$ cat src/design/bsfd_pkg.sv
`timescale 1ns / 1ps

package bsfd_pkg;

   localparam int BUF_BYTES  = 8192;
   localparam int EMPTY_LEN  = 7;
   localparam int LEN_OFFSET = 2;

   localparam int CNT_W = $clog2(BUF_BYTES + 1);
   localparam int LEN_W = 14;
   localparam int PLEN_W = 32;

   localparam int FIFO_DEPTH = 4;
   localparam int FIFO_AW    = $clog2(FIFO_DEPTH);
   localparam int FIFO_CW    = $clog2(FIFO_DEPTH + 1);

   localparam logic [7:0] START_CODE = 8'h3e;
   localparam logic [7:0] ESC_CODE   = 8'h3d;
   localparam logic [7:0] END_CODE   = 8'h3c;
   localparam logic [7:0] ESC_MASK   = 8'h10;

   localparam logic [1:0] STATUS_GOOD     = 2'd0;
   localparam logic [1:0] STATUS_SHORT    = 2'd1;
   localparam logic [1:0] STATUS_ABORTED  = 2'd2;
   localparam logic [1:0] STATUS_OVERFLOW = 2'd3;

   localparam logic [1:0] PUSH_NONE = 2'd0;
   localparam logic [1:0] PUSH_ONE  = 2'd1;
   localparam logic [1:0] PUSH_TWO  = 2'd2;

   typedef struct packed {
      logic [7:0]       out_byte;
      logic             byte_valid;
      logic             frame_done;
      logic [1:0]       frame_status;
      logic [LEN_W-1:0] frame_length;
      logic             last;
   } rsp_type;

   typedef struct packed {
      logic [1:0] push_cnt;
      logic       pop;
   } fifo_ctl_type;

   typedef struct packed {
      logic [FIFO_CW-1:0] count;
      logic               room_two;
      logic               not_empty;
   } fifo_stat_type;

endpackage

$ cat src/design/bsfd_rsp_fifo.sv
`timescale 1ns / 1ps

module bsfd_rsp_fifo (
   input  logic                    clock,
   input  logic                    reset,
   input  bsfd_pkg::fifo_ctl_type  ctl,
   input  bsfd_pkg::rsp_type       push0,
   input  bsfd_pkg::rsp_type       push1,
   output bsfd_pkg::rsp_type       head,
   output bsfd_pkg::fifo_stat_type stat
);
   import bsfd_pkg::*;

   rsp_type            mem_ff [FIFO_DEPTH];
   logic [FIFO_AW-1:0] wr_ptr_ff, wr_ptr_in;
   logic [FIFO_AW-1:0] rd_ptr_ff, rd_ptr_in;
   logic [FIFO_CW-1:0] count_ff, count_in;
   logic [FIFO_AW-1:0] wr_next;

   assign wr_next = wr_ptr_ff + FIFO_AW'(1);

   always_comb begin
      wr_ptr_in = wr_ptr_ff + FIFO_AW'(ctl.push_cnt);
      rd_ptr_in = rd_ptr_ff + FIFO_AW'(ctl.pop);
      count_in  = count_ff + FIFO_CW'(ctl.push_cnt) - FIFO_CW'(ctl.pop);
   end

   always_ff @(posedge clock) begin
      if (reset) begin
         wr_ptr_ff <= '0;
         rd_ptr_ff <= '0;
         count_ff  <= '0;
      end else begin
         wr_ptr_ff <= wr_ptr_in;
         rd_ptr_ff <= rd_ptr_in;
         count_ff  <= count_in;
      end
   end

   always_ff @(posedge clock) begin
      if (ctl.push_cnt != PUSH_NONE) begin
         mem_ff[wr_ptr_ff] <= push0;
      end
      if (ctl.push_cnt == PUSH_TWO) begin
         mem_ff[wr_next] <= push1;
      end
   end

   assign head           = mem_ff[rd_ptr_ff];
   assign stat.count     = count_ff;
   assign stat.not_empty = (count_ff != '0);
   assign stat.room_two  = (count_ff <= FIFO_CW'(FIFO_DEPTH - 2));

endmodule

$ cat src/design/byte_stuffed_frame_decoder_top.sv
`timescale 1ns / 1ps

// Byte-stuffed frame decoder. Raw link bytes enter on the req_ channel, one byte per beat.
// Decoded results leave on the rsp_ channel: a frame byte (rsp_byte_valid) or a frame
// status (rsp_frame_done with status and kept length); rsp_last marks the final result
// caused by one input byte, and a byte causes at most two results.
// A byte is captured in an input register and, once the queue has room for two results,
// decoded into a four-entry result queue; the head of that queue is presented on the rsp_
// ports and is taken at a rising edge while rsp_stall is low.
// Throughput is one byte per cycle while each byte yields at most one result and the
// receiver does not stall; the queue drains one result per cycle while rsp_stall is low,
// so bytes with two results fill it faster than it drains. While the input register
// holds a byte and the queue has fewer than two free entries, the byte is held and
// req_stall rises, so a stalled receiver backs up into req_stall without losing results.
// Reset closes any open frame, clears the escape flag and counters, and drops all
// queued results.
module byte_stuffed_frame_decoder_top (
   input  logic                       clock,
   input  logic                       reset,
   input  logic                       req_valid,
   output logic                       req_stall,
   input  logic [7:0]                 req_rx_byte,
   output logic                       rsp_valid,
   input  logic                       rsp_stall,
   output logic [7:0]                 rsp_out_byte,
   output logic                       rsp_byte_valid,
   output logic                       rsp_frame_done,
   output logic [1:0]                 rsp_frame_status,
   output logic [bsfd_pkg::LEN_W-1:0] rsp_frame_length,
   output logic                       rsp_last
);
   import bsfd_pkg::*;

   logic              s1_valid_ff, s1_valid_in;
   logic [7:0]        s1_byte_ff, s1_byte_in;
   logic              in_frame_ff, in_frame_in;
   logic              esc_ff, esc_in;
   logic [CNT_W-1:0]  raw_ff, raw_in;
   logic [CNT_W-1:0]  kept_ff, kept_in;
   logic [PLEN_W-1:0] plen_ff, plen_in;

   logic              s1_go;
   logic              req_take;
   logic              do_keep;
   logic [7:0]        keep_val;
   logic              len_known;
   logic              full;
   logic              emit;
   logic [CNT_W-1:0]  kept_keep;
   logic [PLEN_W-1:0] plen_keep;
   logic [CNT_W-1:0]  raw_inc;
   logic              short;

   rsp_type       res0, res1, head;
   fifo_ctl_type  fctl;
   fifo_stat_type fstat;

   assign s1_go     = s1_valid_ff && fstat.room_two;
   assign req_stall = s1_valid_ff && !fstat.room_two;
   assign req_take  = req_valid && !req_stall;

   always_comb begin
      s1_valid_in = s1_valid_ff;
      s1_byte_in  = s1_byte_ff;
      if (req_take) begin
         s1_valid_in = 1'b1;
         s1_byte_in  = req_rx_byte;
      end else if (s1_go) begin
         s1_valid_in = 1'b0;
      end
   end

   always_comb begin
      raw_inc = raw_ff + CNT_W'(1);
      if (s1_byte_ff == END_CODE) begin
         do_keep  = esc_ff;
         keep_val = ESC_CODE;
      end else begin
         do_keep  = esc_ff || (s1_byte_ff != ESC_CODE);
         keep_val = esc_ff ? (s1_byte_ff | ESC_MASK) : s1_byte_ff;
      end
      len_known = kept_ff >= CNT_W'(LEN_OFFSET + 4);
      full      = len_known &&
                  ({{(PLEN_W + 1 - CNT_W){1'b0}}, kept_ff} >=
                   (33'(EMPTY_LEN) + {1'b0, plen_ff}));
      emit      = do_keep && !full;
      plen_keep = plen_ff;
      kept_keep = kept_ff;
      if (emit) begin
         kept_keep = kept_ff + CNT_W'(1);
         if (kept_ff >= CNT_W'(LEN_OFFSET) && kept_ff < CNT_W'(LEN_OFFSET + 4)) begin
            plen_keep = {plen_ff[PLEN_W-9:0], keep_val};
         end
      end
      short = (kept_keep < CNT_W'(EMPTY_LEN)) ||
              (kept_keep < CNT_W'(LEN_OFFSET + 4)) ||
              ({{(PLEN_W + 1 - CNT_W){1'b0}}, kept_keep} <
               (33'(EMPTY_LEN) + {1'b0, plen_keep}));
   end

   always_comb begin
      in_frame_in   = in_frame_ff;
      esc_in        = esc_ff;
      raw_in        = raw_ff;
      kept_in       = kept_ff;
      plen_in       = plen_ff;
      res0          = '0;
      res1          = '0;
      fctl.push_cnt = PUSH_NONE;
      fctl.pop      = fstat.not_empty && !rsp_stall;
      if (s1_go) begin
         if (s1_byte_ff == START_CODE) begin
            if (in_frame_ff) begin
               res0.frame_done   = 1'b1;
               res0.frame_status = STATUS_ABORTED;
               res0.frame_length = LEN_W'(kept_ff);
               res0.last         = 1'b1;
               fctl.push_cnt     = PUSH_ONE;
            end
            in_frame_in = 1'b1;
            esc_in      = 1'b0;
            raw_in      = '0;
            kept_in     = '0;
            plen_in     = '0;
         end else if (in_frame_ff) begin
            if (s1_byte_ff == END_CODE) begin
               in_frame_in = 1'b0;
               esc_in      = 1'b0;
               raw_in      = '0;
               kept_in     = '0;
               plen_in     = '0;
               if (emit) begin
                  res0.out_byte     = keep_val;
                  res0.byte_valid   = 1'b1;
                  res1.frame_done   = 1'b1;
                  res1.frame_status = short ? STATUS_SHORT : STATUS_GOOD;
                  res1.frame_length = LEN_W'(kept_keep);
                  res1.last         = 1'b1;
                  fctl.push_cnt     = PUSH_TWO;
               end else begin
                  res0.frame_done   = 1'b1;
                  res0.frame_status = short ? STATUS_SHORT : STATUS_GOOD;
                  res0.frame_length = LEN_W'(kept_keep);
                  res0.last         = 1'b1;
                  fctl.push_cnt     = PUSH_ONE;
               end
            end else begin
               raw_in  = raw_inc;
               esc_in  = !esc_ff && (s1_byte_ff == ESC_CODE);
               kept_in = kept_keep;
               plen_in = plen_keep;
               if (raw_inc >= CNT_W'(BUF_BYTES)) begin
                  in_frame_in = 1'b0;
                  esc_in      = 1'b0;
                  raw_in      = '0;
                  kept_in     = '0;
                  plen_in     = '0;
                  if (emit) begin
                     res0.out_byte     = keep_val;
                     res0.byte_valid   = 1'b1;
                     res1.frame_done   = 1'b1;
                     res1.frame_status = STATUS_OVERFLOW;
                     res1.frame_length = LEN_W'(kept_keep);
                     res1.last         = 1'b1;
                     fctl.push_cnt     = PUSH_TWO;
                  end else begin
                     res0.frame_done   = 1'b1;
                     res0.frame_status = STATUS_OVERFLOW;
                     res0.frame_length = LEN_W'(kept_keep);
                     res0.last         = 1'b1;
                     fctl.push_cnt     = PUSH_ONE;
                  end
               end else if (emit) begin
                  res0.out_byte   = keep_val;
                  res0.byte_valid = 1'b1;
                  res0.last       = 1'b1;
                  fctl.push_cnt   = PUSH_ONE;
               end
            end
         end
      end
   end

   always_ff @(posedge clock) begin
      if (reset) begin
         s1_valid_ff <= 1'b0;
         in_frame_ff <= 1'b0;
         esc_ff      <= 1'b0;
         raw_ff      <= '0;
         kept_ff     <= '0;
         plen_ff     <= '0;
      end else begin
         s1_valid_ff <= s1_valid_in;
         in_frame_ff <= in_frame_in;
         esc_ff      <= esc_in;
         raw_ff      <= raw_in;
         kept_ff     <= kept_in;
         plen_ff     <= plen_in;
      end
   end

   always_ff @(posedge clock) begin
      s1_byte_ff <= s1_byte_in;
   end

   bsfd_rsp_fifo u_rsp_fifo (
      .clock (clock),
      .reset (reset),
      .ctl   (fctl),
      .push0 (res0),
      .push1 (res1),
      .head  (head),
      .stat  (fstat)
   );

   assign rsp_valid        = fstat.not_empty;
   assign rsp_out_byte     = head.out_byte;
   assign rsp_byte_valid   = head.byte_valid;
   assign rsp_frame_done   = head.frame_done;
   assign rsp_frame_status = head.frame_status;
   assign rsp_frame_length = head.frame_length;
   assign rsp_last         = head.last;

   a_fifo_bound: assert property (@(posedge clock) disable iff (reset)
      fstat.count <= FIFO_CW'(FIFO_DEPTH))
      else $error("Result queue count exceeds its depth.");

   a_idle_counts: assert property (@(posedge clock) disable iff (reset)
      !in_frame_ff |-> (kept_ff == '0 && raw_ff == '0 && !esc_ff))
      else $error("Frame counters are not clear while no frame is open.");

   a_raw_bound: assert property (@(posedge clock) disable iff (reset)
      raw_ff < CNT_W'(BUF_BYTES) && kept_ff <= raw_ff)
      else $error("Frame byte counters are out of range.");

   a_done_no_byte: assert property (@(posedge clock) disable iff (reset)
      rsp_valid && rsp_frame_done |-> !rsp_byte_valid && rsp_last)
      else $error("A status beat also carries a frame byte or is not last.");

endmodule

$ cat config.mk
export PLATFORM = sky130hd
export DESIGN_NAME = byte_stuffed_frame_decoder_top
export DESIGN_NICKNAME = d
export VERILOG_FILES = /design/src/design/bsfd_pkg.sv /design/src/design/bsfd_rsp_fifo.sv /design/src/design/byte_stuffed_frame_decoder_top.sv
export SDC_FILE = /design/constraint.sdc
export NUM_CORES = 1
export LEC_CHECK = 0
export ABC_AREA = 1
export BUFFER_PORTS_ARGS = -buffer_cell sky130_fd_sc_hd__buf_2
export CORE_MARGIN = 2
export CORE_UTILIZATION = 25
export CTS_CLUSTER_DIAMETER = 80
export DETAILED_ROUTE_END_ITERATION = 12
export GPL_TIMING_DRIVEN = 0
export PLACE_DENSITY = 0.38
export RECOVER_POWER = 25
export SLEW_MARGIN = 10
export SYNTH_ARGS = -nofsm -noshare
export SYNTH_HDL_FRONTEND = slang
export SYNTH_SLANG_ARGS = --single-unit
$ cat constraint.sdc
create_clock -name clock -period 6.2 [get_ports clock]
set_clock_uncertainty 0.1 [all_clocks]
set_input_delay 0.62 -clock clock [delete_from_list [all_inputs] [get_ports clock]]
set_output_delay 0.62 -clock clock [all_outputs]
set_load 0.1 [all_outputs]
==> metrics.md, run 1 <==
| Metric | Value |
|---|---|
| Comb pwr share | 36.5% |
| Mean Syn Cell Area | 7.17 µm² |
| Ordered list of cells on the worst path | inv_1 > ha_1 > nand2_1 > nand3_2 > nor2_2 > xor2_1 > ha_1 > a21oi_1 > nor2_1 > a211oi_1 > nand2_1 > nand2_1 > nand2_1 > nand2_1 > o21bai_4 > inv_2 > ha_1 > nand3b_1 > o21ai_2 > nand2_1 > inv_2 > nand2_1 > buf_2 > nand2_1 |
| Multi-input gate area | 0.00644 mm² |
| Seq/Total Area, Yosys | 37.2% |
| Async SR Flop Fraction | 0% |
| Distinct cells, synth | 58 |
| Clk sinks | 186 |
| Cell Int Power | 2.01 mW |
| Net Switching | 1.79 mW |
| CP Capture Type | flip-flop |
| Synthesized instance count | 1694 |
| CORE AREA | 0.0478 mm² |
| Worst Path Buf+Inv | 4 |
| Via density | 4.74 |
| Post-CTS setup repair buffer count | 0 |
| TNS Setup | 0 ns |
| Number of enable flip-flop cells after synthesis | 80 |
| VDD IR max | 0.172 mV |
| Reg area | 0.00452 mm² |
| Initial DRC Count | 723 |
| Mapped Area | 0.0121 mm² |
| Width of the die | 224 µm |
| Fin crit period | 5.81 ns |
| Flop pwr share | 34.6% |
| Clock power share | 29.0% |
| Top layer in use | met5 |
| Die area | 0.0504 mm² |
| Number of antenna violations at the first check in global routing | 1 |
| Crit path kind | reg -> reg |
| Root Buffer | clkbuf_16 |
| Yosys synthesis warning count | 0 |
| H-Tree Depth | 4 |
| IO Pins | 41 |
| Final WS setup | 0.386 ns |
| Met1 Wirelength | 21000 µm |
| Die Y | 224 µm |
| PortBufs | 39 |
| F_max | 172 MHz |
| Endpoints failing setup | 0 |
| Clk buf depth | 2 |
| Initial DRT Pass Iterations | 5 |
| Nets | 1806 |
| Num CTS Buffers | 17 |
| Post-CTS Resized | 0 |
| First-pass GRT wire length | 69200 µm |
| Post-cts hold buffer count | 0 |
| Reg clk slew, reported paths | 0.07 ns |
| Delay of the slowest critical-path stage | 0.74 ns |
| Worst R2R Setup Slack | 0.39 ns |
| WL met3 | 1640 µm |
| Outcome | finished, final reports clean |
| Share of post-route cells with drive strength above 1 | 9.24% |
| Maxcap violations | 0 |
| LEAKAGE | 5.17 nW |
| Top cell by count, worst path | nand2_1 |
| Fin. max-slew vios | 0 |
| Routed WL per cell | 19.2 µm |
| Total gr overflow | 0 |
| PD cells | 278 mW/mm² |
| Site Rows | 80 |
| Antenna fix cells | 0 |
| Slowest CP cell | nand2_1 |
| WL final | 45600 µm |
| Worst min path class | in -> reg |
| CP Max Fanout | 18 |
| DR vias | 11300 |
| Final hold vios | 0 |
| Synth Flop Type | dfxtp_1 |
| Starting density of the core | 25.4% |
| Critical Path RT | 6.19 ns |
| Syn_nets | 1748 |
| Final Core Density | 28.5% |
| Pin count of the biggest net entering global routing | 24 |
| CTS tree | built |
| Clk_lat worst skew | 0.47 ns |
| Vias in the first global route | 11200 |
| DRC viols | 0 |
| Area grow syn2layout | 12.2% |
| CP Launch Type | flip-flop |
| Worst slew pin tran | 1.33 ns |
| Final HPWL DP | 35700 µm |
| Switching portion of total power | 47.2% |
| Worst slew margin | 10.5% |
| Post-Place Worst Slack | 0.320 ns |
| Final period utilization | 93.8% |
| Fill cells | 5307 |
| CP arrival | 5.80 ns |
| Flops & latches, synth | 186 |
| GR Util All Layers | 18.4% |
| GP Congestion | 0.855 |
| Family with the most delay on the worst path | simple AND/OR/NAND/NOR gates |
| Most frequent cells in the layout | nand2_1, nor2_1, inv_1 |
| Commonest non-fill, non-tap cell in the layout | nand2_1 |
| Post-DRT Antenna Nets | 0 |
| Met2 wire len | 21800 µm |
| RSZ-0062 raised after global routing | false |
## through the flow
| stage | hold WS (ns) | cells | cell area (µm²) | power (mW) |
|---|---|---|---|---|
| after global placement | 0.342 | 2348 | 13100 | 2.77 |
| final | 0.238 | 2380 | 13600 | 3.79 |
| after CTS | 0.210 | 2380 | 13700 | 3.87 |
| after global routing | 0.215 | 2380 | 13600 | 3.94 |
| after floorplan | 0.331 | 1694 | 12100 | 2.46 |
| after detailed placement | 0.347 | 2348 | 13100 | 2.77 |
## layout make-up
cell class | instances | area share, %
clock buffers | 19 | 3.18
well taps | 615 | 5.64
plain buffers | 72 | 2.64
clock inverters | 13 | 0.872
repair buffers | 39 | 1.17
inverters | 221 | 6.08
flip-flops and latches | 186 | 33.2
multi-input cells | 1215 | 47.2
## cells in the mapped netlist (23+ instances only)
| master | number | area [µm²] |
|---|---|---|
| nand2_1 | 331 | 1240 |
| xor2_1 | 52 | 455 |
| edfxtp_1 | 80 | 2400 |
| nand3_1 | 105 | 526 |
| o21ai_1 | 32 | 160 |
| o21ai_0 | 114 | 571 |
| dfxtp_1 | 106 | 2120 |
| o22ai_1 | 69 | 432 |
| buf_2 | 23 | 115 |
| nor2_1 | 241 | 905 |
| clkbuf_1 | 37 | 139 |
| a21oi_1 | 58 | 290 |
| ha_1 | 41 | 513 |
| inv_1 | 203 | 762 |
## metal layers
metal	GRT usage, %	vias to the layer above
met5	0	-
met4	6.02	2
met3	2.94	50
met2	31.7	221
met1	23.5	5283
li1	-	5727
## logic make-up (layout without fill, tap and decap cells)
family | after synthesis | in the layout | synth area share (%)
buffers and inverters | 293 | 364 | 9.79
flip-flops | 186 | 186 | 37.2
adder cells (fa/ha/maj) | 42 | 42 | 4.39
AND/OR/NAND/NOR | 784 | 784 | 28.4
AO/OA/AOI/OAI | 334 | 334 | 16.2
XOR/XNOR | 55 | 55 | 3.97
## worst paths after layout
| path | startpoint | to | cells past startpoint |
|---|---|---|---|
| min reg2reg | raw_ff[13]$_SDFFE_PP0P_ | raw_ff[13]$_SDFFE_PP0P_ | 2 |
| min | req_rx_byte[5] | s1_byte_ff[5]$_DFFE_PP_ | 1 |
| max reg2reg | plen_ff[0]$_SDFFE_PP0P_ | u_rsp_fifo.mem_ff[1][8]$_DFFE_PP_ | 24 |
| max | plen_ff[0]$_SDFFE_PP0P_ | u_rsp_fifo.mem_ff[1][8]$_DFFE_PP_ | 24 |
## flip-flops by register name, indices dropped and copies added (netlist names)
signal                count
esc_ff                    1
in_frame_ff               1
kept_ff                  14
plen_ff                  32
raw_ff                   14
s1_byte_ff                8
s1_valid_ff               1
u_rsp_fifo.count_ff       3
u_rsp_fifo.mem_ff       108
u_rsp_fifo.rd_ptr_ff      2
u_rsp_fifo.wr_ptr_ff      2
## power by group through the flow
stage	logic [mW]	registers (mW)	clock network, mW
after floorplan	1.14	1.33	0
after global placement	1.43	1.34	0
after detailed placement	1.43	1.34	0
after CTS	1.44	1.31	1.13
after global routing	1.46	1.31	1.16
final	1.38	1.31	1.10
No activity file was read; power rests on OpenSTA's default activity.
==> run 2: changes to the inputs <==
ABC_AREA = 0   (was 1)
==> run 2 against run 1 <==
Critical path depth is 8 lower. Sequential power hardly changed. Setup slack worse by 0.096 ns. Maximum frequency is 1.6% lower. Global-route usage is 1.2 points lower. Power is 20% lower. Synthesized area is 8.4% lower. Critical path type unchanged. Largest cell class unchanged.
==> metrics.md, run 2 <==
| Metric | Value |
|---|---|
| Outcome | finished, final reports clean |
| Maxcap violations | 0 (unchanged) |
| Total gr overflow | 0 (unchanged) |
| Via density | 5.11 (+7.9%) |
| Most numerous cell in the Yosys netlist | nor2_1 |
| Worst Hold Slack | 0.234 ns (-0.00401 ns) |
| R2r worst-path depth | 16 (-33%) |
| Endpoints failing setup | 0 (unchanged) |
| TNS Setup | 0 ns (unchanged) |
| Nets | 1336 (-26%) |
| CORE AREA | 0.0441 mm² (-7.8%) |
| CTS tree | built |
| Syn_nets | 1269 (-27%) |
| Commonest non-fill, non-tap cell in the layout | nor2_1 |
| Fin. max-slew vios | 0 (unchanged) |
| Seq/Total Area, Yosys | 40.6% (+3.4 points) |
| GR Util All Layers | 17.2% (-1.2 points) |
| Reg clk slew, reported paths | 0.07 ns (about the same) |
| Pin count of the biggest net entering global routing | 19 (-21%) |
| Hold depth | 1 (unchanged) |
| Ordered list of cells on the worst path | nand4_2 > or2_1 > clkbuf_1 > or4_4 > o21ai_1 > o311ai_2 > nor4_4 > buf_4 > a21oi_4 > buf_8 > ha_1 > nor3_1 > a21oi_1 > nand2_1 > clkbuf_1 > nand2_1 |
| DR vias | 9650 (-14%) |
| Clk sinks | 186 (unchanged) |
| Flops & latches, synth | 186 (unchanged) |
| Share of post-route cells with drive strength above 1 | 14.4% (+5.1 points) |
| Mean Syn Cell Area | 9.16 µm² (+28%) |
| IO Pins | 41 (unchanged) |
| Number of enable flip-flop cells after synthesis | 80 (unchanged) |
| DRC viols | 0 (unchanged) |
| F_max | 169 MHz (-1.6%) |
| Synthesized instance count | 1215 (-28%) |
| Top cell type's share of synthesized area | 21.6% (+1.8 points) |
| Dpl cells | 1846 (-21%) |
| Post-DRT Antenna Nets | 0 (unchanged) |
| Worst R2R Setup Slack | 0.29 ns (-0.10 ns) |
| Yosys synthesis warning count | 0 (unchanged) |
| Fin crit period | 5.91 ns (+0.0965 ns) |
| Routed WL per cell | 20.8 µm (+8.7%) |
| Post-synth top cells | nor2_1, nand2_1, dfxtp_1 |
| Width of the die | 215 µm (-4.2%) |
| Mapped Area | 0.0111 mm² (-8.4%) |
| Vias in the first global route | 9483 (-15%) |
| Area grow syn2layout | 16.2% |
| Biggest regs | u_rsp_fifo.mem_ff x108, plen_ff x32 |
| Clk_lat worst skew | 0.46 ns (about the same) |
| Worst slew pin tran | 1.37 ns (+0.0372 ns) |
| Hold_sp | req_rx_byte[1] |
| LEAKAGE | 4.53 nW (-12%) |
| Site Rows | 77 (-3.8%) |
| Finished Layout Cells | 1887 (-21%) |
| Cell Area, Placed | 0.0121 mm² (-8.0%) |
| Antenna fix cells | 0 (unchanged) |
| CP Max Fanout | 18 (unchanged) |
| PortBufs | 39 (unchanged) |
| Final HPWL DP | 28700 µm (-20%) |
| Reg-to-Reg End | u_rsp_fifo.mem_ff[0][4]$_DFFE_PP_ |
| VDD IR max | 0.181 mV (+4.9%) |
| Final period utilization | 95.3% (+1.6 points) |
| Most frequent cells in the layout | nor2_1, nand2_1, dfxtp_1 |
| Num CTS Buffers | 17 (unchanged) |
| Final Core Density | 29.3% (+0.83 points) |
| RR Startpoint | plen_ff[18]$_SDFFE_PP0P_ |
| Worst min path class | in -> reg |
| Die area | 0.0462 mm² (-8.2%) |
| CP arrival | 5.77 ns (-0.03 ns) |
| Worst slew margin | 7.91% (-2.6 points) |
| GP Congestion | 0.824 (-3.6%) |
| CP Launch Type | flip-flop |
| Yosys top cell by area | edfxtp_1 |
| Biggest register | u_rsp_fifo.mem_ff |
| Max reg flops | 108 (unchanged) |
| Die Y | 215 µm (-4.2%) |
| Number of antenna violations at the first check in global routing | 0 (-1) |
| CP Capture Type | flip-flop |
| H-Tree Depth | 4 (unchanged) |
| Initial DRT Pass Iterations | 5 (unchanged) |
| Delay of the slowest critical-path stage | 0.81 ns (+0.07 ns) |
| Async SR Flop Fraction | 0% (unchanged) |
| Critical Path RT | 6.06 ns (-0.13 ns) |
| WL final | 39300 µm (-14%) |
| Final instance area | 0.0129 mm² (-5.1%) |
| Root Buffer | clkbuf_16 |
| Synth Flop Type | dfxtp_1 |
| Crit path kind | reg -> reg |
| Final hold vios | 0 (unchanged) |
| Synth area leaders | edfxtp_1, dfxtp_1, mux4_2 |
| Fill cells | 4810 (-9.4%) |
| Hold worst-path end | s1_byte_ff[1]$_DFFE_PP_ |
| Slowest CP cell | nand2_1 |
| Initial DRC Count | 817 (+13%) |
| PD cells | 236 mW/mm² (-15%) |
| Distinct cells, synth | 81 (+40%) |
| Starting density of the core | 25.2% (-0.16 points) |
| Clk buf depth | 2 (unchanged) |
| First-pass GRT wire length | 60500 µm (-13%) |
==> run 2: per-layer routing <==
layer | up-vias | GRT usage (%) | wire, µm
li1 | 4610 | - | -
met1 | 4791 | 24.3 | 19100
met2 | 223 | 27.2 | 18100
met5 | - | 0 | 0
met4 | 0 | 4.00 | 430
met3 | 26 | 3.00 | 1700
==> run 2: critical path: cells and delay by family (launching register included) <==
family	cells	cell delay [ns]
fa+ha+maj	1	0.31
buf+inv	4	1.16
compound gates	4	0.59
flops	1	0.51
simple gates	7	2.72
==> run 2: how the worst max path moves through the flow <==
stage / startpoint / end / cells past startpoint
finish: plen_ff[18]$_SDFFE_PP0P_ / u_rsp_fifo.mem_ff[0][4]$_DFFE_PP_ / 16
global route: kept_ff[3]$_SDFFE_PP0P_ / u_rsp_fifo.mem_ff[1][15]$_DFFE_PP_ / 19
CTS: plen_ff[0]$_SDFFE_PP0P_ / u_rsp_fifo.mem_ff[0][15]$_DFFE_PP_ / 30
detailed placement: kept_ff[3]$_SDFFE_PP0P_ / u_rsp_fifo.mem_ff[2][15]$_DFFE_PP_ / 19
global placement: kept_ff[3]$_SDFFE_PP0P_ / u_rsp_fifo.mem_ff[0][15]$_DFFE_PP_ / 19
floorplan: plen_ff[1]$_SDFFE_PP0P_ / u_rsp_fifo.mem_ff[0][15]$_DFFE_PP_ / 30
==> run 2: what timing repair did <==
| action | 4_1_cts | 5_1_grt |
|---|---|---|
| gates resized for setup | 24 | 22 |
| pin swaps | 3 | 3 |
| buffers inserted | 7 | 4 |
| endpoints found under the setup margin | 76 | 76 |
| hold buffers | 0 | 0 |
==> run 2: kinds of logic (layout without fill, tap and decap cells) <==
group	after synthesis	count (layout)	share of synthesized area, %
DFF	186	186	40.6
xor gates and xnor gates	82	82	6.52
buffers and inverters	110	190	4.37
and+or+nand+nor	488	488	21.6
muxes	45	45	7.09
AOI/OAI and AO/OA	262	262	15.0
adders and majority gates	42	42	4.79
==> run 2: layout make-up <==
class                           instances  area, µm²  share of cell area, %
Clock inverter                         15        214                   1.65
Buffer                                 89        422                   3.26
Multi-Input combinational cell        919       6260                   48.4
Clock buffer                           17        425                   3.29
Timing Repair Buffer                   50        267                   2.06
Inverter                               19       73.8                  0.571
Sequential cell                       186       4530                   35.0
Tap cell                              592        741                   5.73
==> run 2: stage by stage <==
step                      total power, mW  setup WS (ns)
after floorplan                      1.76          0.659
after global placement               1.87          -1.39
after detailed placement             1.88          -1.32
after CTS                            3.10         0.0260
after global routing                 3.17       -0.00919
final                                3.05          0.290
==> run 2: where the power goes <==
part,internal (mW),total (mW),switching [mW]
Sequential,1.29,1.30,0.0189
Clock,0.684,1.21,0.528
Combinational,0.138,0.532,0.395
Total,2.11,3.05,0.941
